[src/hdl/fbrf_pkg.sv]
`timescale 1ns / 1ps
// ----------------------------------------------------------------------------
// fbrf_pkg
// Shared types and constants of the framebuffer span and rectangle fill engine.
// ----------------------------------------------------------------------------
package fbrf_pkg;

    localparam int MAX_WIDTH   = 256;
    localparam int MAX_HEIGHT  = 256;
    localparam int STORE_DEPTH = MAX_WIDTH * MAX_HEIGHT;
    localparam int ADDR_W      = $clog2(STORE_DEPTH);
    localparam int COORD_W     = 8;
    localparam int DIM_W       = 9;
    localparam int SPAN_W      = DIM_W + 1;
    localparam int COLOR_W     = 32;
    localparam int REQ_W       = 3;
    localparam int PADDR_W     = 3;
    localparam int PDATA_W     = 32;

    localparam logic [DIM_W-1:0] WIDTH_LIMIT  = DIM_W'(MAX_WIDTH);
    localparam logic [DIM_W-1:0] HEIGHT_LIMIT = DIM_W'(MAX_HEIGHT);

    typedef enum logic [REQ_W-1:0] {
        REQ_SET_PIXEL  = 3'd0,
        REQ_HSPAN      = 3'd1,
        REQ_VSPAN      = 3'd2,
        REQ_RECT_FILL  = 3'd3,
        REQ_READ_PIXEL = 3'd4,
        REQ_FILL_FRAME = 3'd5
    } req_code_t;

    typedef enum logic [0:0] {
        REG_FRAME_WIDTH  = 1'b0,
        REG_FRAME_HEIGHT = 1'b1
    } reg_index_t;

    typedef enum logic [1:0] {
        ST_IDLE,
        ST_SETUP,
        ST_WALK,
        ST_DONE
    } seq_state_t;

    typedef struct packed {
        logic               load;
        logic [COORD_W-1:0] col_first;
        logic [COORD_W-1:0] col_last;
        logic [COORD_W-1:0] row_first;
        logic [COORD_W-1:0] row_last;
        logic [ADDR_W-1:0]  base;
    } walk_cmd_t;

    typedef struct packed {
        logic busy;
    } walk_stat_t;

endpackage

[src/hdl/fbrf_walk.sv]
`timescale 1ns / 1ps
// ----------------------------------------------------------------------------
// fbrf_walk
// Pixel walker: steps column and row counters over a clipped block and
// issues one store write per cycle, advancing the address by one per pixel
// and by the row stride per row.
// ----------------------------------------------------------------------------
module fbrf_walk (
    input  logic                            clk,
    input  logic                            rst_n,
    input  fbrf_pkg::walk_cmd_t             cmd,
    input  logic [fbrf_pkg::DIM_W-1:0]      stride,
    output fbrf_pkg::walk_stat_t            stat,
    output logic                            we,
    output logic [fbrf_pkg::ADDR_W-1:0]     waddr
);
    import fbrf_pkg::*;

    logic               active_reg, active_next;
    logic [COORD_W-1:0] col_reg, col_next;
    logic [COORD_W-1:0] row_reg, row_next;
    logic [COORD_W-1:0] col_first_reg, col_first_next;
    logic [COORD_W-1:0] col_last_reg, col_last_next;
    logic [COORD_W-1:0] row_last_reg, row_last_next;
    logic [ADDR_W-1:0]  addr_reg, addr_next;
    logic [ADDR_W-1:0]  line_reg, line_next;
    logic [ADDR_W-1:0]  line_step;

    assign line_step = line_reg + ADDR_W'(stride);

    always_comb
    begin
        active_next    = active_reg;
        col_next       = col_reg;
        row_next       = row_reg;
        col_first_next = col_first_reg;
        col_last_next  = col_last_reg;
        row_last_next  = row_last_reg;
        addr_next      = addr_reg;
        line_next      = line_reg;
        if (cmd.load)
        begin
            active_next    = 1'b1;
            col_next       = cmd.col_first;
            row_next       = cmd.row_first;
            col_first_next = cmd.col_first;
            col_last_next  = cmd.col_last;
            row_last_next  = cmd.row_last;
            addr_next      = cmd.base;
            line_next      = cmd.base;
        end
        else if (active_reg)
        begin
            if (col_reg != col_last_reg)
            begin
                col_next  = col_reg + 1'b1;
                addr_next = addr_reg + 1'b1;
            end
            else if (row_reg != row_last_reg)
            begin
                row_next  = row_reg + 1'b1;
                col_next  = col_first_reg;
                line_next = line_step;
                addr_next = line_step;
            end
            else
            begin
                active_next = 1'b0;
            end
        end
    end

    always_ff @(posedge clk or negedge rst_n)
    begin
        if (!rst_n)
        begin
            active_reg <= 1'b0;
        end
        else
        begin
            active_reg <= active_next;
        end
    end

    always_ff @(posedge clk)
    begin
        col_reg       <= col_next;
        row_reg       <= row_next;
        col_first_reg <= col_first_next;
        col_last_reg  <= col_last_next;
        row_last_reg  <= row_last_next;
        addr_reg      <= addr_next;
        line_reg      <= line_next;
    end

    assign stat.busy = active_reg;
    assign we        = active_reg;
    assign waddr     = addr_reg;

endmodule

[config.mk]
export PLATFORM = sky130hd
export DESIGN_NAME = fbrf_walk
export DESIGN_NICKNAME = d
export VERILOG_FILES = /design/src/hdl/fbrf_pkg.sv /design/src/hdl/fbrf_walk.sv
export SDC_FILE = /design/constraint.sdc
export NUM_CORES = 1
export LEC_CHECK = 0
export ABC_CLOCK_PERIOD_IN_PS = 3900
export BUFFER_PORTS_ARGS = -buffer_cell sky130_fd_sc_hd__buf_2
export CAP_MARGIN = 20
export CORE_MARGIN = 5
export CORE_UTILIZATION = 45
export CTS_BUF_LIST = sky130_fd_sc_hd__clkbuf_4 sky130_fd_sc_hd__clkbuf_8
export DETAILED_ROUTE_END_ITERATION = 7
export PLACE_DENSITY = 0.68
export SLEW_MARGIN = 5
export SYNTH_ARGS = -nofsm -noshare
export SYNTH_HDL_FRONTEND = slang
export SYNTH_SLANG_ARGS = --single-unit
[constraint.sdc]
create_clock -name clk -period 3.9 [get_ports clk]
set_input_delay 0.195 -clock clk [delete_from_list [all_inputs] [get_ports clk]]
set_output_delay 0.195 -clock clk [all_outputs]
set_load 0.01 [all_outputs]
==> metrics <==
Worst EP required=4.00 ns; grt ovf=0; DRT iter0 DRCs=234; CP Class=flop to flop; vias per cell=5.64; commonest non-fill, non-tap cell in the layout=buf_2; Site Rows=35; CTS Hold Bufs=11; post-route ant nets=0; first-pass GRT wire length=17,000 µm; worst setup margin=0.876 ns; type of origin of the critical path=flop; Syn Nets=470; RSZ-0062 raised after global routing=false; Initial Utilization=46.5%; Worst VDD drop=253 µV; Arr. time, crit path=3.13 ns; share of layout cells above drive strength 1=23.2%; #FFs+latches synth=73; Total GRT Usage=18.8%; clock sinks=73; Top delay family on crit path=simple AND/OR/NAND/NOR gates; vias in the first global route=3,439; Max Cap Viol=0; CTS root buf=clkbuf_8; hold slack=0.0148 ns; most frequent cells in the layout=buf_2, edfxtp_1, nand2_1, xnor2_1, o21ai_0; EDFF count, synth=72; Total Wirelength=10,700 µm; Tightest Hold Check Type=input port to flop; antenna violations before repair=0; Worst-path clk slew=0.08 ns; max-slew violation count=0; CTS Buf Count=9; dominant synthesized flop cell=edfxtp_1; # DRC=0; Layout area overhead=18.9%; Max Fclk=0.331 GHz; GP Congestion=0.865; status=completed; Total Nets Final=559; clk_lat worst skew=0.36 ns; PortBufs=77; CP endpoint kind=flop; Fill cells=842; drt first pass iters=5; CTS tree=built; pwr/cell area=399 nW/µm²; Die Span Y=108 µm; Core Footprint=9330 µm²; Critical path buffers and inverters=1; register area share after synthesis=50.4%; DP HPWL=7600 µm; fraction of registers with async set or reset after synthesis=1.37%; final clock skew=0.0153 ns; Die ar.=11,700 µm²; TNS Setup=0 ns; # H-tree levels=3; CP Max Fanout=18; pin slew with the least headroom to its limit=0.757 ns; final worst-path cycle share=77.5%; Boundary Pins=78; final setup fails=0; dpl ws=0.902 ns; leakage=2.01 nW; Post-Syn Area per Cell=10.9 µm²; post-synth cell types=58; Vias=3,498; crit path cell chain=xor2_1 > nor4_4 > nand2_4 > nand2_1 > nand3_1 > buf_4; final hold vios=0; Setup Fix Bufs, Post-CTS=0; Post-Synthesis Cells=397; Cell Area, Synth=4340 µm²; Max stage delay on crit path=0.57 ns; synth warn=0; Max transition margin=49.4%; ANT cells=0; CP max-delay cell=nor4_4; pin count of the biggest net entering global routing=49; Period minus WS final=3.02 ns; Die W=108 µm; wire per inst=17.2 µm; Resize count post-CTS=0; CTS max path bufs=2
[cells by family (layout without fill, tap and decap cells)]
group                      Yosys count  in the layout  share of synthesized area, %
xor gates and xnor gates            46             46                          9.29
muxes                               12             12                          2.91
buffers and inverters               26            120                          2.45
DFF                                 73             73                          50.4
and+or+nand+nor                    133            133                          16.1
adders and majority gates           13             13                          3.92
AOI/OAI and AO/OA                   94             94                          14.9
[cell usage after synthesis (all sizes together), types with 3 or more instances]
master / number / area share, %
a211oi: 7 / 1.2
and2: 4 / 0.58
ha: 12 / 3.5
xnor2: 30 / 6.1
a21oi: 18 / 2.2
nand4: 9 / 1.3
o21ai: 29 / 3.3
a21o: 4 / 0.69
and4: 3 / 0.61
and3: 11 / 1.6
nor4: 6 / 1.6
a221o: 4 / 0.92
nor3: 11 / 1.3
a311oi: 3 / 0.75
o211ai: 4 / 0.81
a21boi: 3 / 0.52
inv: 8 / 0.69
nand3: 24 / 2.8
mux2i: 7 / 1.6
mux2: 5 / 1.3
clkbuf: 13 / 1.1
nor2: 18 / 1.6
xor2: 16 / 3.2
a22o: 3 / 0.61
buf: 4 / 0.55
nand2: 40 / 3.6
edfxtp: 72 / 50
[final timing paths]
check                                start         endpoint  slack [ns]  cells past startpoint
worst max-delay path            col_reg[5]       col_reg[6]        0.88                      6
worst min-delay path               cmd[16]  row_last_reg[0]        0.01                      1
worst max register to register  col_reg[5]       col_reg[6]        0.88                      6
worst min register to register        stat             stat        0.61                      2
max in group asynchronous            rst_n             stat        3.68                      2
min in group asynchronous            rst_n             stat        0.14                      2
[where the power goes]
part	switching, mW	internal [mW]	leakage (nW)	total (mW)
Combinational	0.259	0.209	1.18	0.468
Sequential	0.0735	0.965	0.735	1.04
Clock	0.310	0.240	0.0865	0.551
[per-layer routing]
| layer | part of all wire, % | up-vias | GRT usage [%] | routed length (µm) |
|---|---|---|---|---|
| li1 | - | 1687 | - | - |
| met1 | 43 | 1652 | 24.0 | 4550 |
| met2 | 48 | 136 | 31.1 | 5150 |
| met3 | 6.9 | 23 | 3.76 | 742 |
| met4 | 2.3 | 0 | 8.12 | 244 |
| met5 | 0 | - | 0 | 0 |
[area by class of cell]
| type | instances | area [µm²] | share of cell area [%] |
|---|---|---|---|
| Timing Repair Buffer | 95 | 553 | 10.7 |
| Inverter | 9 | 33.8 | 0.655 |
| Multi-Input combinational cell | 298 | 2050 | 39.7 |
| Clock inverter | 6 | 42.5 | 0.825 |
| Sequential cell | 73 | 2190 | 42.4 |
| Clock buffer | 10 | 131 | 2.55 |
| Tap cell | 129 | 161 | 3.13 |
[worst register-to-register path, delay by kind of cell, from the launching register on]
family	cells	cell delay, ns
and+or+nand+nor	4	1.62
xor gates and xnor gates	1	0.22
DFF	1	0.49
buffers and inverters	1	0.45
[through the flow]
stage	std cells	instance area, µm²	total power [mW]	utilization (%)
6_report	620	5160	2.06	55.3
5_1_grt	620	5160	2.17	55.3
4_1_cts	618	5140	2.07	55.1
3_5_place_dp	591	4850	1.51	52.0
3_3_place_gp	591	4850	1.50	52.0
2_1_floorplan	397	4340	1.36	-
(Power assumes the default switching activity.)
