==> config.mk <==
export PLATFORM = sky130hd
export DESIGN_NAME = fbrf_seq_flat
export DESIGN_NICKNAME = d
export VERILOG_FILES = /design/src/hdl/fbrf_pkg.sv /design/src/hdl/fbrf_req_if.sv /design/src/hdl/fbrf_rsp_if.sv /design/src/hdl/fbrf_seq.sv /design/src/flat_wrapper.sv
export SDC_FILE = /design/constraint.sdc
export NUM_CORES = 1
export LEC_CHECK = 0
export BUFFER_PORTS_ARGS = -buffer_cell sky130_fd_sc_hd__buf_2
export CAP_MARGIN = 20
export CORE_ASPECT_RATIO = 1.25
export CORE_MARGIN = 2
export CORE_UTILIZATION = 30
export CTS_BUF_LIST = sky130_fd_sc_hd__clkbuf_2
export CTS_CLUSTER_DIAMETER = 50
export CTS_CLUSTER_SIZE = 10
export DETAILED_ROUTE_END_ITERATION = 7
export GPL_ROUTABILITY_DRIVEN = 0
export REMOVE_ABC_BUFFERS = 1
export SYNTH_ARGS = -nofsm -noshare
export SYNTH_HDL_FRONTEND = slang
export SYNTH_SLANG_ARGS = --single-unit
==> constraint.sdc <==
create_clock -name clk -period 5.1 [get_ports clk]
set_input_delay 0.255 -clock clk [delete_from_list [all_inputs] [get_ports clk]]
set_output_delay 0.255 -clock clk [all_outputs]
set_load 0.02 [all_outputs]
==> src/hdl/fbrf_pkg.sv <==
`timescale 1ns / 1ps
// ----------------------------------------------------------------------------
// fbrf_pkg
// Shared types and constants of the framebuffer span and rectangle fill engine.
// ----------------------------------------------------------------------------
package fbrf_pkg;

    localparam int MAX_WIDTH   = 256;
    localparam int MAX_HEIGHT  = 256;
    localparam int STORE_DEPTH = MAX_WIDTH * MAX_HEIGHT;
    localparam int ADDR_W      = $clog2(STORE_DEPTH);
    localparam int COORD_W     = 8;
    localparam int DIM_W       = 9;
    localparam int SPAN_W      = DIM_W + 1;
    localparam int COLOR_W     = 32;
    localparam int REQ_W       = 3;
    localparam int PADDR_W     = 3;
    localparam int PDATA_W     = 32;

    localparam logic [DIM_W-1:0] WIDTH_LIMIT  = DIM_W'(MAX_WIDTH);
    localparam logic [DIM_W-1:0] HEIGHT_LIMIT = DIM_W'(MAX_HEIGHT);

    typedef enum logic [REQ_W-1:0] {
        REQ_SET_PIXEL  = 3'd0,
        REQ_HSPAN      = 3'd1,
        REQ_VSPAN      = 3'd2,
        REQ_RECT_FILL  = 3'd3,
        REQ_READ_PIXEL = 3'd4,
        REQ_FILL_FRAME = 3'd5
    } req_code_t;

    typedef enum logic [0:0] {
        REG_FRAME_WIDTH  = 1'b0,
        REG_FRAME_HEIGHT = 1'b1
    } reg_index_t;

    typedef enum logic [1:0] {
        ST_IDLE,
        ST_SETUP,
        ST_WALK,
        ST_DONE
    } seq_state_t;

    typedef struct packed {
        logic               load;
        logic [COORD_W-1:0] col_first;
        logic [COORD_W-1:0] col_last;
        logic [COORD_W-1:0] row_first;
        logic [COORD_W-1:0] row_last;
        logic [ADDR_W-1:0]  base;
    } walk_cmd_t;

    typedef struct packed {
        logic busy;
    } walk_stat_t;

endpackage

==> src/hdl/fbrf_req_if.sv <==
`timescale 1ns / 1ps
// ----------------------------------------------------------------------------
// fbrf_req_if
// Request channel: valid, ready and the fields of one drawing request.
// ----------------------------------------------------------------------------
interface fbrf_req_if;
    import fbrf_pkg::*;

    logic               valid;
    logic               ready;
    logic [REQ_W-1:0]   req_type;
    logic [COORD_W-1:0] col;
    logic [COORD_W-1:0] row;
    logic [COORD_W-1:0] col_end;
    logic [COORD_W-1:0] row_end;
    logic [DIM_W-1:0]   rect_width;
    logic [DIM_W-1:0]   rect_height;
    logic [COLOR_W-1:0] color;

    modport source (
        output valid, req_type, col, row, col_end, row_end, rect_width, rect_height, color,
        input  ready
    );

    modport sink (
        input  valid, req_type, col, row, col_end, row_end, rect_width, rect_height, color,
        output ready
    );
endinterface

==> src/hdl/fbrf_rsp_if.sv <==
`timescale 1ns / 1ps
// ----------------------------------------------------------------------------
// fbrf_rsp_if
// Result channel: valid, ready, the read-back color and the clip flag.
// ----------------------------------------------------------------------------
interface fbrf_rsp_if;
    import fbrf_pkg::*;

    logic               valid;
    logic               ready;
    logic [COLOR_W-1:0] read_color;
    logic               clipped;

    modport source (
        output valid, read_color, clipped,
        input  ready
    );

    modport sink (
        input  valid, read_color, clipped,
        output ready
    );
endinterface

==> src/hdl/fbrf_seq.sv <==
`timescale 1ns / 1ps
// ----------------------------------------------------------------------------
// fbrf_seq
// Request sequencer: decodes a request into a clipped pixel block, computes
// the start address, starts the walker or the read, and holds the result.
// ----------------------------------------------------------------------------
module fbrf_seq (
    input  logic                          clk,
    input  logic                          rst_n,
    fbrf_req_if.sink                      req,
    fbrf_rsp_if.source                    rsp,
    input  logic [fbrf_pkg::DIM_W-1:0]    eff_width,
    input  logic [fbrf_pkg::DIM_W-1:0]    eff_height,
    output fbrf_pkg::walk_cmd_t           walk_cmd,
    input  fbrf_pkg::walk_stat_t          walk_stat,
    output logic                          rd_en,
    output logic [fbrf_pkg::ADDR_W-1:0]   rd_addr,
    input  logic [fbrf_pkg::COLOR_W-1:0]  rd_data,
    output logic [fbrf_pkg::COLOR_W-1:0]  wr_color
);
    import fbrf_pkg::*;

    seq_state_t         state_reg, state_next;
    logic               is_read_reg, is_read_next;
    logic               draw_reg, draw_next;
    logic               clip_reg, clip_next;
    logic [COORD_W-1:0] c0_reg, c0_next;
    logic [COORD_W-1:0] r0_reg, r0_next;
    logic [COORD_W-1:0] cl_reg, cl_next;
    logic [COORD_W-1:0] rl_reg, rl_next;
    logic [COLOR_W-1:0] color_reg, color_next;
    logic               res_valid_reg, res_valid_next;
    logic [COLOR_W-1:0] res_color_reg, res_color_next;
    logic               res_clip_reg, res_clip_next;

    logic [COORD_W-1:0] c0_dec, r0_dec;
    logic [SPAN_W-1:0]  c1_dec, r1_dec;
    logic               ok_dec;
    logic               col_out, row_out;
    logic [DIM_W-1:0]   w_last, h_last;
    logic [DIM_W+COORD_W-1:0] row_base;
    logic [ADDR_W-1:0]  start_addr;

    assign w_last = eff_width - 1'b1;
    assign h_last = eff_height - 1'b1;

    always_comb
    begin
        c0_dec = req.col;
        r0_dec = req.row;
        c1_dec = SPAN_W'(req.col);
        r1_dec = SPAN_W'(req.row);
        ok_dec = 1'b0;
        case (req.req_type)
            REQ_SET_PIXEL,
            REQ_READ_PIXEL:
            begin
                ok_dec = 1'b1;
            end
            REQ_HSPAN:
            begin
                c1_dec = SPAN_W'(req.col_end);
                ok_dec = (req.col_end >= req.col);
            end
            REQ_VSPAN:
            begin
                r1_dec = SPAN_W'(req.row_end);
                ok_dec = (req.row_end >= req.row);
            end
            REQ_RECT_FILL:
            begin
                c1_dec = SPAN_W'(req.col) + SPAN_W'(req.rect_width) - 1'b1;
                r1_dec = SPAN_W'(req.row) + SPAN_W'(req.rect_height) - 1'b1;
                ok_dec = (req.rect_width != '0) && (req.rect_height != '0);
            end
            REQ_FILL_FRAME:
            begin
                c0_dec = '0;
                r0_dec = '0;
                c1_dec = SPAN_W'(w_last);
                r1_dec = SPAN_W'(h_last);
                ok_dec = (eff_width != '0) && (eff_height != '0);
            end
            default:
            begin
                ok_dec = 1'b0;
            end
        endcase
        col_out = (c1_dec >= SPAN_W'(eff_width));
        row_out = (r1_dec >= SPAN_W'(eff_height));
    end

    assign row_base   = r0_reg * eff_width;
    assign start_addr = row_base[ADDR_W-1:0] + ADDR_W'(c0_reg);

    always_comb
    begin
        state_next     = state_reg;
        is_read_next   = is_read_reg;
        draw_next      = draw_reg;
        clip_next      = clip_reg;
        c0_next        = c0_reg;
        r0_next        = r0_reg;
        cl_next        = cl_reg;
        rl_next        = rl_reg;
        color_next     = color_reg;
        res_valid_next = res_valid_reg && !rsp.ready;
        res_color_next = res_color_reg;
        res_clip_next  = res_clip_reg;
        walk_cmd       = '0;
        rd_en          = 1'b0;
        rd_addr        = start_addr;
        req.ready      = 1'b0;
        case (state_reg)
            ST_IDLE:
            begin
                req.ready = 1'b1;
                if (req.valid)
                begin
                    is_read_next = (req.req_type == REQ_READ_PIXEL);
                    clip_next    = ok_dec && (col_out || row_out);
                    draw_next    = ok_dec && (SPAN_W'(c0_dec) < SPAN_W'(eff_width))
                                   && (SPAN_W'(r0_dec) < SPAN_W'(eff_height));
                    c0_next      = c0_dec;
                    r0_next      = r0_dec;
                    cl_next      = col_out ? w_last[COORD_W-1:0] : c1_dec[COORD_W-1:0];
                    rl_next      = row_out ? h_last[COORD_W-1:0] : r1_dec[COORD_W-1:0];
                    color_next   = req.color;
                    state_next   = ST_SETUP;
                end
            end
            ST_SETUP:
            begin
                if (is_read_reg)
                begin
                    rd_en      = draw_reg;
                    state_next = ST_DONE;
                end
                else if (draw_reg)
                begin
                    walk_cmd.load      = 1'b1;
                    walk_cmd.col_first = c0_reg;
                    walk_cmd.col_last  = cl_reg;
                    walk_cmd.row_first = r0_reg;
                    walk_cmd.row_last  = rl_reg;
                    walk_cmd.base      = start_addr;
                    state_next         = ST_WALK;
                end
                else
                begin
                    state_next = ST_DONE;
                end
            end
            ST_WALK:
            begin
                if (!walk_stat.busy)
                begin
                    state_next = ST_DONE;
                end
            end
            ST_DONE:
            begin
                if (!res_valid_reg || rsp.ready)
                begin
                    res_valid_next = 1'b1;
                    res_color_next = (is_read_reg && draw_reg) ? rd_data : '0;
                    res_clip_next  = clip_reg;
                    state_next     = ST_IDLE;
                end
            end
            default:
            begin
                state_next = ST_IDLE;
            end
        endcase
    end

    always_ff @(posedge clk or negedge rst_n)
    begin
        if (!rst_n)
        begin
            state_reg     <= ST_IDLE;
            res_valid_reg <= 1'b0;
        end
        else
        begin
            state_reg     <= state_next;
            res_valid_reg <= res_valid_next;
        end
    end

    always_ff @(posedge clk)
    begin
        is_read_reg   <= is_read_next;
        draw_reg      <= draw_next;
        clip_reg      <= clip_next;
        c0_reg        <= c0_next;
        r0_reg        <= r0_next;
        cl_reg        <= cl_next;
        rl_reg        <= rl_next;
        color_reg     <= color_next;
        res_color_reg <= res_color_next;
        res_clip_reg  <= res_clip_next;
    end

    assign rsp.valid      = res_valid_reg;
    assign rsp.read_color = res_color_reg;
    assign rsp.clipped    = res_clip_reg;
    assign wr_color       = color_reg;

endmodule

==> src/flat_wrapper.sv <==
// flat-port wrapper written by rule: the top's interface ports become plain ports
module fbrf_seq_flat import fbrf_pkg::*;
  (clk, rst_n, eff_width, eff_height, walk_cmd, walk_stat, rd_en, rd_addr, rd_data, wr_color, req_valid, req_req_type, req_col, req_row, req_col_end, req_row_end, req_rect_width, req_rect_height, req_color, req_ready, rsp_valid, rsp_read_color, rsp_clipped, rsp_ready);
  fbrf_req_if req_i ();
  fbrf_rsp_if rsp_i ();
  input  logic clk;
  input  logic rst_n;
  input  logic [fbrf_pkg::DIM_W-1:0] eff_width;
  input  logic [fbrf_pkg::DIM_W-1:0] eff_height;
  output fbrf_pkg::walk_cmd_t walk_cmd;
  input  fbrf_pkg::walk_stat_t walk_stat;
  output logic rd_en;
  output logic [fbrf_pkg::ADDR_W-1:0] rd_addr;
  input  logic [fbrf_pkg::COLOR_W-1:0] rd_data;
  output logic [fbrf_pkg::COLOR_W-1:0] wr_color;
  input wire logic [$bits(req_i.valid)-1:0] req_valid;
  input wire logic [$bits(req_i.req_type)-1:0] req_req_type;
  input wire logic [$bits(req_i.col)-1:0] req_col;
  input wire logic [$bits(req_i.row)-1:0] req_row;
  input wire logic [$bits(req_i.col_end)-1:0] req_col_end;
  input wire logic [$bits(req_i.row_end)-1:0] req_row_end;
  input wire logic [$bits(req_i.rect_width)-1:0] req_rect_width;
  input wire logic [$bits(req_i.rect_height)-1:0] req_rect_height;
  input wire logic [$bits(req_i.color)-1:0] req_color;
  output wire logic [$bits(req_i.ready)-1:0] req_ready;
  output wire logic [$bits(rsp_i.valid)-1:0] rsp_valid;
  output wire logic [$bits(rsp_i.read_color)-1:0] rsp_read_color;
  output wire logic [$bits(rsp_i.clipped)-1:0] rsp_clipped;
  input wire logic [$bits(rsp_i.ready)-1:0] rsp_ready;
  assign req_i.valid = req_valid;
  assign req_i.req_type = req_req_type;
  assign req_i.col = req_col;
  assign req_i.row = req_row;
  assign req_i.col_end = req_col_end;
  assign req_i.row_end = req_row_end;
  assign req_i.rect_width = req_rect_width;
  assign req_i.rect_height = req_rect_height;
  assign req_i.color = req_color;
  assign req_ready = req_i.ready;
  assign rsp_valid = rsp_i.valid;
  assign rsp_read_color = rsp_i.read_color;
  assign rsp_clipped = rsp_i.clipped;
  assign rsp_i.ready = rsp_ready;
  fbrf_seq u_core (.clk(clk), .rst_n(rst_n), .req(req_i), .rsp(rsp_i), .eff_width(eff_width), .eff_height(eff_height), .walk_cmd(walk_cmd), .walk_stat(walk_stat), .rd_en(rd_en), .rd_addr(rd_addr), .rd_data(rd_data), .wr_color(wr_color));
endmodule
==> results.cfg, run 1 <==
[outcome]
status = finished, violations left
failed_checks = setup timing

[timing]
finalSetupViolCount = 5
tightestPinTransition_ns = 0.861
rsz0062_at_grt = true
fin_ws_ns = -0.119
hold_viol_final = 0
clock.fmax_mhz = 192
drv_slew = 0
fin_crit_sh_pct = 102
fin_crit_ns = 5.22
relSlewSlack_pct = 42.6
clock_skew_ns = 0.0502

[detailed_routing]
ant_nets = 0
routed_wl_mm = 30.2
dr.first_iter.drc_count = 593
drc = 0
viasPerCell = 4.79
wire_per_inst_um = 17.0
vias = 8482
first_pass_iters = 5

[synth]
synth_edf_count = 100
synthCells = 988
syn_area_per_cell_um2 = 9.70
async_flop_share_pct = 2.91
synth.distinct_cells = 58
yosysWarnings = 0
ys_ff_latch = 103
syn_area_um2 = 9580
seq_area_frac_synth_pct = 32.1
ys.flop_type = edfxtp_1

[layout]
final_common_cell = buf_2
drive_above_1_share_pct = 29.6
fin_util_pct = 40.7
nets = 1665
layout_common_cells = 260 x buf_2, 166 x inv_1, 114 x ha_1
syn_to_final_growth_pct = 34.2
num-fill-cells = 3188
register_area_um2 = 3080
multi_input_area_um2 = 6010

[global_route]
grt_max_degree = 68
grt_usage_pct = 17.6
gr-max-usage-layer = met2
grt_util_met3_pct = 2.39
grt_pass1_wl_mm = 45.2
grt_pass1_vias = 8373
gr-total-overflow = 0
grt_antenna_before_repair = 2
met1_usage_pct = 22.6
grt_use_met2_pct = 30.3

[floorplan]
die_area_um2 = 33400
core_um2 = 31600
start_util_pct = 30.3
die_height_um = 204
ioPinCount = 273
rows = 73
die_x_um = 164

[worst_setup_path]
critPathLaunchType = flip-flop
path_class = reg -> out
crit_start = u_core.r0_reg[2]
critPathRequiredTime_ns = 4.85
end_kind = output pin
worstPathArrival_ns = 4.96
path_max_fanout = 8
r2r_start = u_core.state_reg[0]

[power]
cell_internal_pwr_mw = 3.47
swShare_pct = 47.9
seqPwrFrac_pct = 18.8
p_comb_share_pct = 74.8
pwr-share-clk_pct = 6.5
vdd_ir_drop_max_mv = 0.582
p_leak_nw = 6.32
p_per_area_nw_per_um2 = 518
power_switching_mw = 3.19

[run]
cap_viol_max_count = 0

[clock_tree]
cts.sinks = 103
cts_tree = done
clk_pin_slew_ns = 0.29
cts_inserted_buffers = 9
h-tree-depth = 3
cts_max_path_buffers = 2
cts_root_buffer = clkbuf_2
insertion_delay_ns = 0.65

[placement]
io_buffers = 272
place_ws_ns = 0.171
dp_hpwl_mm = 23.6

[hold_path]
hold_start = req_col[5]
hp-class = in -> reg
kinds of logic (layout without fill, tap and decap cells):
kind of cell | count (synthesis) | count (layout) | share of synthesized area [%]
AOI/OAI and AO/OA | 155 | 155 | 10.9
xor gates and xnor gates | 35 | 35 | 3.20
adders and majority gates | 173 | 173 | 26.6
buffers and inverters | 208 | 576 | 8.21
DFF | 103 | 103 | 32.1
muxes | 22 | 22 | 2.42
other | 0 | 2 | 0
and+or+nand+nor | 292 | 292 | 16.6
worst paths after layout:
| path | endpoint | slack, ns | cells past startpoint |
|---|---|---|---|
| setup reg to reg | u_core.state_reg[1] | 2.97 | 6 |
| hold / removal | u_core.c0_reg[5] | 0.07 | 3 |
| min in group asynchronous | u_core.state_reg[0] | 0.46 | 3 |
| setup / recovery | walk_cmd[14] | -0.12 | 17 |
| hold reg to reg | u_core.rsp.clipped | 0.52 | 0 |
| max in group asynchronous | u_core.rsp.valid | 4.49 | 3 |
cell type report:
type	instances	area share (%)
multi-input combinational	677	46.7
clock inverter	6	0.584
timing repair buffer	386	19.2
antenna	2	0.0389
inverter	175	5.11
sequential	103	23.9
tap	412	4.01
clock buffer	9	0.350
per-layer routing:
metal  vias up  part of all wire (%)  routed length (um)
li1       4087                     -                   -
met1      4085                    43               12900
met2       269                    50               15200
met3        41                   4.5                1370
met4         0                   2.5                 758
met5         -                     0                   0
power by group through the flow:
stage	clock network, mW	logic (mW)	registers, mW
global route	0.477	5.42	1.27
finish	0.431	4.98	1.25
CTS	0.448	4.46	1.25
detailed placement	0	3.76	1.28
global placement	0	3.70	1.28
floorplan	0	2.44	1.43
stage by stage:
stage | total power, mW | hold slack, ns | area (um^2) | TNS [ns] | instances
floorplan | 3.88 | -0.0406 | 9450 | 0 | 955
global placement | 4.98 | 0.0580 | 11400 | 0 | 1650
detailed placement | 5.04 | 0.0619 | 11400 | 0 | 1650
CTS | 6.15 | 0.00471 | 12600 | -0.607 | 1760
global route | 7.17 | 0.00905 | 12900 | -2.57 | 1770
finish | 6.66 | 0.0750 | 12900 | -0.437 | 1770
what timing repair did:
item / 4_1_cts / 5_1_grt
setup buffers: 25 / 7
gates cloned: 0 / 1
setup endpoints to repair: 17 / 17
endpoints found under the hold margin: 71 / 1
resized for setup: 53 / 43
pin swaps: 40 / 26
hold buffers: 70 / 1
worst max-delay path, cell delays in order, from the launching register on:
cell      delay, ns
edfxtp_1       0.59
buf_6          0.18
nand2_2        0.06
fa_1           0.43
fa_1           0.53
inv_2          0.04
fa_1           0.52
inv_1          0.05
fa_1           0.49
inv_2          0.05
ha_4           0.22
o21a_1         0.17
o21a_1         0.21
o22ai_4        0.23
o21ai_2        0.09
xor2_1         0.21
and2_1         0.17
buf_6          0.12
synth_stat cells (all sizes together), types with 4 or more instances:
cell type	n	area, um^2
a21o	11	82.6
nor2	49	184
nand4	6	37.5
o211ai	4	30.0
a31oi	5	31.3
inv	175	657
o21a	5	37.5
o21ai	34	170
and3	38	238
buf	5	25.0
mux2	9	101
nor2b	6	37.5
nor3b	5	37.5
nand3	7	35.0
and2	100	626
clkbuf	28	105
a211oi	13	103
nor3	13	65.1
xor2	10	87.6
xnor2	25	219
a31o	4	35.0
nor4	4	25.0
fa	51	1020
o22ai	7	50.1
a22oi	8	60.1
ha	122	1530
a21oi	37	185
mux2i	13	130
nand2b	11	68.8
edfxtp	100	3000
nand2	44	165
Note: power is estimated with default switching activity, not from simulation.
==> inputs of run 2 (changes only) <==
--- a/config.mk
+++ b/config.mk
@@ -8,13 +8,12 @@
 export BUFFER_PORTS_ARGS = -buffer_cell sky130_fd_sc_hd__buf_2
 export CAP_MARGIN = 20
 export CORE_ASPECT_RATIO = 1.25
-export CORE_MARGIN = 2
+export CORE_MARGIN = 4
 export CORE_UTILIZATION = 30
 export CTS_BUF_LIST = sky130_fd_sc_hd__clkbuf_2
 export CTS_CLUSTER_DIAMETER = 50
 export CTS_CLUSTER_SIZE = 10
 export DETAILED_ROUTE_END_ITERATION = 7
-export GPL_ROUTABILITY_DRIVEN = 0
 export REMOVE_ABC_BUFFERS = 1
 export SYNTH_ARGS = -nofsm -noshare
 export SYNTH_HDL_FRONTEND = slang
==> run 2 against run 1 <==
Effect of this change: power hardly changed; the flow still finishes with violations (setup timing); routed wire length shrank 0.51%; clock skew is 0.0089 ns higher; global-route usage is 0.97 points lower; maximum frequency grew 0.99%; clock power down 14%; first-iteration DRC count down 23%; via count shrank 1.6%; worst setup slack better by 0.051 ns; count of clock-buffer cells in the layout stayed put; non-clock buffer count decreased by 7; sequential cell count did not move.
==> results.cfg, run 2 (synthesis results as in run 1) <==
[clock_tree]
h-tree-depth = 3
cts.sinks = 103
cts_tree = done
cts_root_buffer = clkbuf_2
clk_pin_slew_ns = 0.27
cts_inserted_buffers = 9
cts_max_path_buffers = 2
insertion_delay_ns = 0.64

[placement]
io_buffers = 272
place.gp.congestion = 0.900
place_ws_ns = 0.200
dp_hpwl_mm = 24.1
placed_area_um2 = 11400
placed_cells = 1643

[power]
swShare_pct = 48.1
vdd_ir_drop_max_mv = 0.652
pwr-share-clk_pct = 5.6
power_switching_mw = 3.20
cell_internal_pwr_mw = 3.46
seqPwrFrac_pct = 19.1
p_leak_nw = 6.26
p_per_area_nw_per_um2 = 518
p_comb_share_pct = 75.3

[outcome]
status = finished, violations left
failed_checks = setup timing

[timing]
relSlewSlack_pct = 33.9
tightestPinTransition_ns = 0.992
fin_crit_sh_pct = 101
finalSetupTns_ns = -0.124
fin_ws_ns = -0.0675
hold_viol_final = 0
clock.fmax_mhz = 194
hold_slack_ns = 0.0905
drv_slew = 0
rsz0062_at_grt = true
clock_skew_ns = 0.0591
fin_crit_ns = 5.17
finalSetupViolCount = 3

[global_route]
grt_max_degree = 36
gr-total-overflow = 0
grt_pass1_wl_mm = 46.2
grt_usage_pct = 16.6
grt_pass1_vias = 8458
grt_antenna_before_repair = 3

[detailed_routing]
viasPerCell = 4.75
ant_nets = 0
routed_wl_mm = 30.0
vias = 8345
first_pass_iters = 5
dr.first_iter.drc_count = 455
wire_per_inst_um = 17.1
drc = 0

[floorplan]
die_height_um = 208
core_um2 = 31300
rows = 72
die_x_um = 168
start_util_pct = 30.7
die_area_um2 = 34900
ioPinCount = 273

[worst_setup_path]
path_class = reg -> out
critPathLaunchType = flip-flop
reg2reg_to = u_core.rl_reg[6]
r2r_cells = 4
worstPathArrival_ns = 4.91
reg2reg_slack_ns = 2.70
critPathCapture = walk_cmd[12]
r2r_start = u_core.state_reg[0]
critPathRequiredTime_ns = 4.85
path_max_fanout = 7
crit_start = u_core.r0_reg[2]
end_kind = output pin

[layout]
multi_input_area_um2 = 6090
drive_above_1_share_pct = 30.4
nets = 1658
register_area_um2 = 3080
syn_to_final_growth_pct = 34.2
final_common_cell = buf_2
layoutNonFillerInstCount = 1758
fin_area_um2 = 12900
layout_common_cells = 263 x buf_2, 162 x inv_1, 106 x ha_1
num-fill-cells = 3053

[hold_path]
hp-class = in -> reg

[run]
cap_viol_max_count = 0
[run 2: worst min path at each step]
stage	slack (ns)	cells past startpoint	endpoint	startpoint
CTS	0.01	3	u_core.c0_reg[5]	req_col[5]
global route	0.01	3	u_core.c0_reg[6]	req_col[6]
finish	0.09	5	u_core.state_reg[1]	req_valid
floorplan	-0.04	0	u_core.rsp.valid	rst_n
global placement	0.06	1	u_core.rsp.valid	rst_n
detailed placement	0.06	1	u_core.rsp.valid	rst_n
[run 2: final cells by class]
type / instances / area share, %
multi-input cells: 677 / 47.3
well taps: 407 / 3.96
diodes: 2 / 0.0389
clock buffers: 9 / 0.350
flip-flops and latches: 103 / 23.9
inverters: 175 / 5.11
repair buffers: 379 / 18.8
clock inverters: 6 / 0.448
[run 2: power groups by stage]
| stage | registers, mW | clock network, mW | logic (mW) |
|---|---|---|---|
| after floorplan | 1.43 | 0 | 2.44 |
| after global placement | 1.30 | 0 | 3.69 |
| after detailed placement | 1.30 | 0 | 3.75 |
| after CTS | 1.27 | 0.393 | 4.59 |
| after global routing | 1.30 | 0.426 | 5.46 |
| final | 1.27 | 0.372 | 5.02 |
[run 2: worst max-delay path, cell delays in order (launching register included)]
cell      delay (ns)
edfxtp_1        0.59
and2_4          0.21
fa_2            0.39
fa_1            0.54
inv_1           0.06
fa_1            0.49
fa_1            0.49
inv_1           0.06
ha_4            0.19
or4_4           0.55
o22ai_4         0.20
o21ai_2         0.08
xnor2_1         0.19
and2_1          0.18
buf_6           0.12
[run 2: timing repair]
action	CTS	global route
setup buffers	24	6
pin swaps	64	11
gates resized for setup	77	36
endpoints found under the setup margin	15	15
gates cloned	0	0
endpoints found under the hold margin	71	0
hold buffers	69	0
[run 2: routing by layer]
layer | part of all wire [%] | vias to the layer above | GRT usage [%]
met3 | 3.9 | 52 | 2.11
met1 | 44 | 3997 | 21.5
met5 | 0 | - | 0
li1 | - | 4075 | -
met2 | 49 | 221 | 28.5
met4 | 3.0 | 0 | 5.71
[run 2: per-stage QoR]
step / utilization (%) / power [mW]
6_report: 41.1 / 6.66
3_3_place_gp: 36.5 / 4.99
3_5_place_dp: 36.5 / 5.05
4_1_cts: 40.5 / 6.26
2_1_floorplan: - / 3.88
5_1_grt: 41.1 / 7.18
==> inputs of run 3 (changes only) <==
--- a/config.mk
+++ b/config.mk
@@ -7,7 +7,7 @@
 export LEC_CHECK = 0
 export BUFFER_PORTS_ARGS = -buffer_cell sky130_fd_sc_hd__buf_2
 export CAP_MARGIN = 20
-export CORE_ASPECT_RATIO = 1.25
+export CORE_ASPECT_RATIO = 1.75
 export CORE_MARGIN = 4
 export CORE_UTILIZATION = 30
 export CTS_BUF_LIST = sky130_fd_sc_hd__clkbuf_2
==> constraint.sdc (replaced) <==
create_clock -name clk -period 6.67 [get_ports clk]
set_input_delay 0.3335 -clock clk [delete_from_list [all_inputs] [get_ports clk]]
set_output_delay 0.3335 -clock clk [all_outputs]
set_load 0.02 [all_outputs]
==> run 3 against run 2 <==
Effect of this change: die area up 0.27%; non-clock buffer count shrank 32; combinational power fell by 43%; count of clock-buffer cells in the layout increased by 1; critical endpoint is now walk_cmd[15]; first-iteration DRC count shrank 10%; sequential cell count stayed put; final cell count fell by 2.3%; sequential share of layout area rose by 1.3 points; clock power fell by 13%; hold slack gained 0.011 ns; the flow now finishes without violations; sequential power shrank 23%; critical path depth increased by 3.
==> results.cfg, run 3 (synthesis results as in run 1) <==
[outcome]
status = finished clean

[worst_setup_path]
slowest_delay_ns = 0.71
reg2reg_slack_ns = 4.54
reg2reg_to = u_core.c0_reg[5]
r2r_cells = 4
critPathLaunchType = flip-flop
path_class = reg -> out
worstPathArrival_ns = 5.44
end_kind = output pin
critPathRequiredTime_ns = 6.34
path_max_fanout = 10
cp_slowest_cell = edfxtp_1
r2r_start = u_core.state_reg[0]
crit_chain = nand2_1, fa_1, inv_1, ha_1, ha_1, inv_1, fa_1, inv_1, ha_1, fa_1, a211oi_1, o21ai_0, a31o_2, a31oi_1, xnor2_1, and2_1, buf_2

[detailed_routing]
viasPerCell = 4.78
first_pass_iters = 7
drc = 0
vias = 8214
dr.first_iter.drc_count = 409
routed_wl_mm = 30.5
ant_nets = 0
wire_per_inst_um = 17.8

[hold_path]
whs_path_depth = 3
hold_start = req_col[0]
hp-class = in -> reg
holdPathEnd = u_core.c0_reg[0]

[layout]
fin_util_pct = 38.7
fin_area_um2 = 12200
layout_common_cells = 272 x buf_2, 175 x inv_1, 122 x ha_1
nets = 1626
syn_to_final_growth_pct = 27.3
drive_above_1_share_pct = 23.7
final_common_cell = buf_2

[power]
vdd_ir_drop_max_mv = 0.488
swShare_pct = 50.2
p_leak_nw = 6.07
power_mw = 4.17
power_switching_mw = 2.09
seqPwrFrac_pct = 23.5
pwr-share-clk_pct = 7.8
p_per_area_nw_per_um2 = 342
p_comb_share_pct = 68.8
cell_internal_pwr_mw = 2.07

[floorplan]
core_um2 = 31500
die_x_um = 143
ioPinCount = 273
start_util_pct = 30.4
rows = 86
die_area_um2 = 35000
die_height_um = 244

[clock_tree]
cts_inserted_buffers = 9
cts.sinks = 103
cts_root_buffer = clkbuf_2
insertion_delay_ns = 0.68
h-tree-depth = 3
cts_hold_buf = 71
clk_pin_slew_ns = 0.34
cts.repair.resized = 0
cts_setup_buffers = 0
cts_max_path_buffers = 2
cts_tree = done

[global_route]
grt_pass1_wl_mm = 46.8
grt_antenna_before_repair = 6
grt_pass1_vias = 8716
gr-total-overflow = 0
grt_max_degree = 68
grt_usage_pct = 17.3

[timing]
clock_skew_ns = 0.0846
finalSetupTns_ns = 0
fin_ws_ns = 0.892
tightestPinTransition_ns = 0.979
drv_slew = 0
clock.fmax_mhz = 173
fin_crit_sh_pct = 86.6
relSlewSlack_pct = 34.7
rsz0062_at_grt = false
hold_viol_final = 0
fin_crit_ns = 5.78
finalSetupViolCount = 0

[placement]
place.gp.congestion = 0.876
io_buffers = 272
place_ws_ns = 1.59
placed_area_um2 = 11300
dp_hpwl_mm = 25.0

[run]
cap_viol_max_count = 0
==> run 3: power groups by stage <==
stage	clock network, mW	logic, mW	registers [mW]
6_report	0.323	2.86	0.978
5_1_grt	0.368	3.21	0.996
4_1_cts	0.343	2.93	0.979
3_5_place_dp	0	2.87	0.995
3_3_place_gp	0	2.82	0.992
2_1_floorplan	0	1.87	1.09
==> run 3: area by class of cell <==
type / count / area [um^2]
antenna: 4 / 10.0
clock buffer: 10 / 50.0
clock inverter: 6 / 80.1
fill: 3208 / 19300
inverter: 175 / 657
multi-input combinational: 677 / 5720
sequential: 103 / 3080
tap: 396 / 495
timing repair buffer: 347 / 2100
==> run 3: per-layer routing <==
metal	up-vias	share of wire, %	track usage [%]
met4	4	3.9	7.64
met3	66	4.1	2.66
met5	-	0.069	0
met1	3915	37	19.0
met2	211	55	32.2
li1	4018	-	-
==> run 3: worst max path at each step <==
stage | end | cells after the start | from | slack [ns]
3_3_place_gp | walk_cmd[14] | 16 | eff_width[0] | 1.63
3_5_place_dp | walk_cmd[12] | 16 | eff_width[0] | 1.59
4_1_cts | walk_cmd[15] | 17 | u_core.r0_reg[0] | 0.77
5_1_grt | walk_cmd[14] | 16 | u_core.r0_reg[1] | 0.47
6_report | walk_cmd[15] | 17 | u_core.r0_reg[0] | 0.89
2_1_floorplan | walk_cmd[12] | 13 | u_core.r0_reg[7] | 1.81
==> run 3: critical path, delay by kind of cell, from the launching register on <==
kind | cells | cell delay [ns]
adder cells (fa/ha/maj) | 6 | 2.27
AO/OA/AOI/OAI | 4 | 1.09
flip-flops | 1 | 0.71
AND/OR/NAND/NOR | 2 | 0.29
buffers and inverters | 4 | 0.28
XOR/XNOR | 1 | 0.15
==> run 3: through the flow <==
stage / hold WS [ns] / cells
final: 0.101 / 1718
after global placement: 0.139 / 1627
after floorplan: 0.0379 / 955
after global routing: 0.0178 / 1718
after CTS: 0.00105 / 1714
after detailed placement: 0.142 / 1627
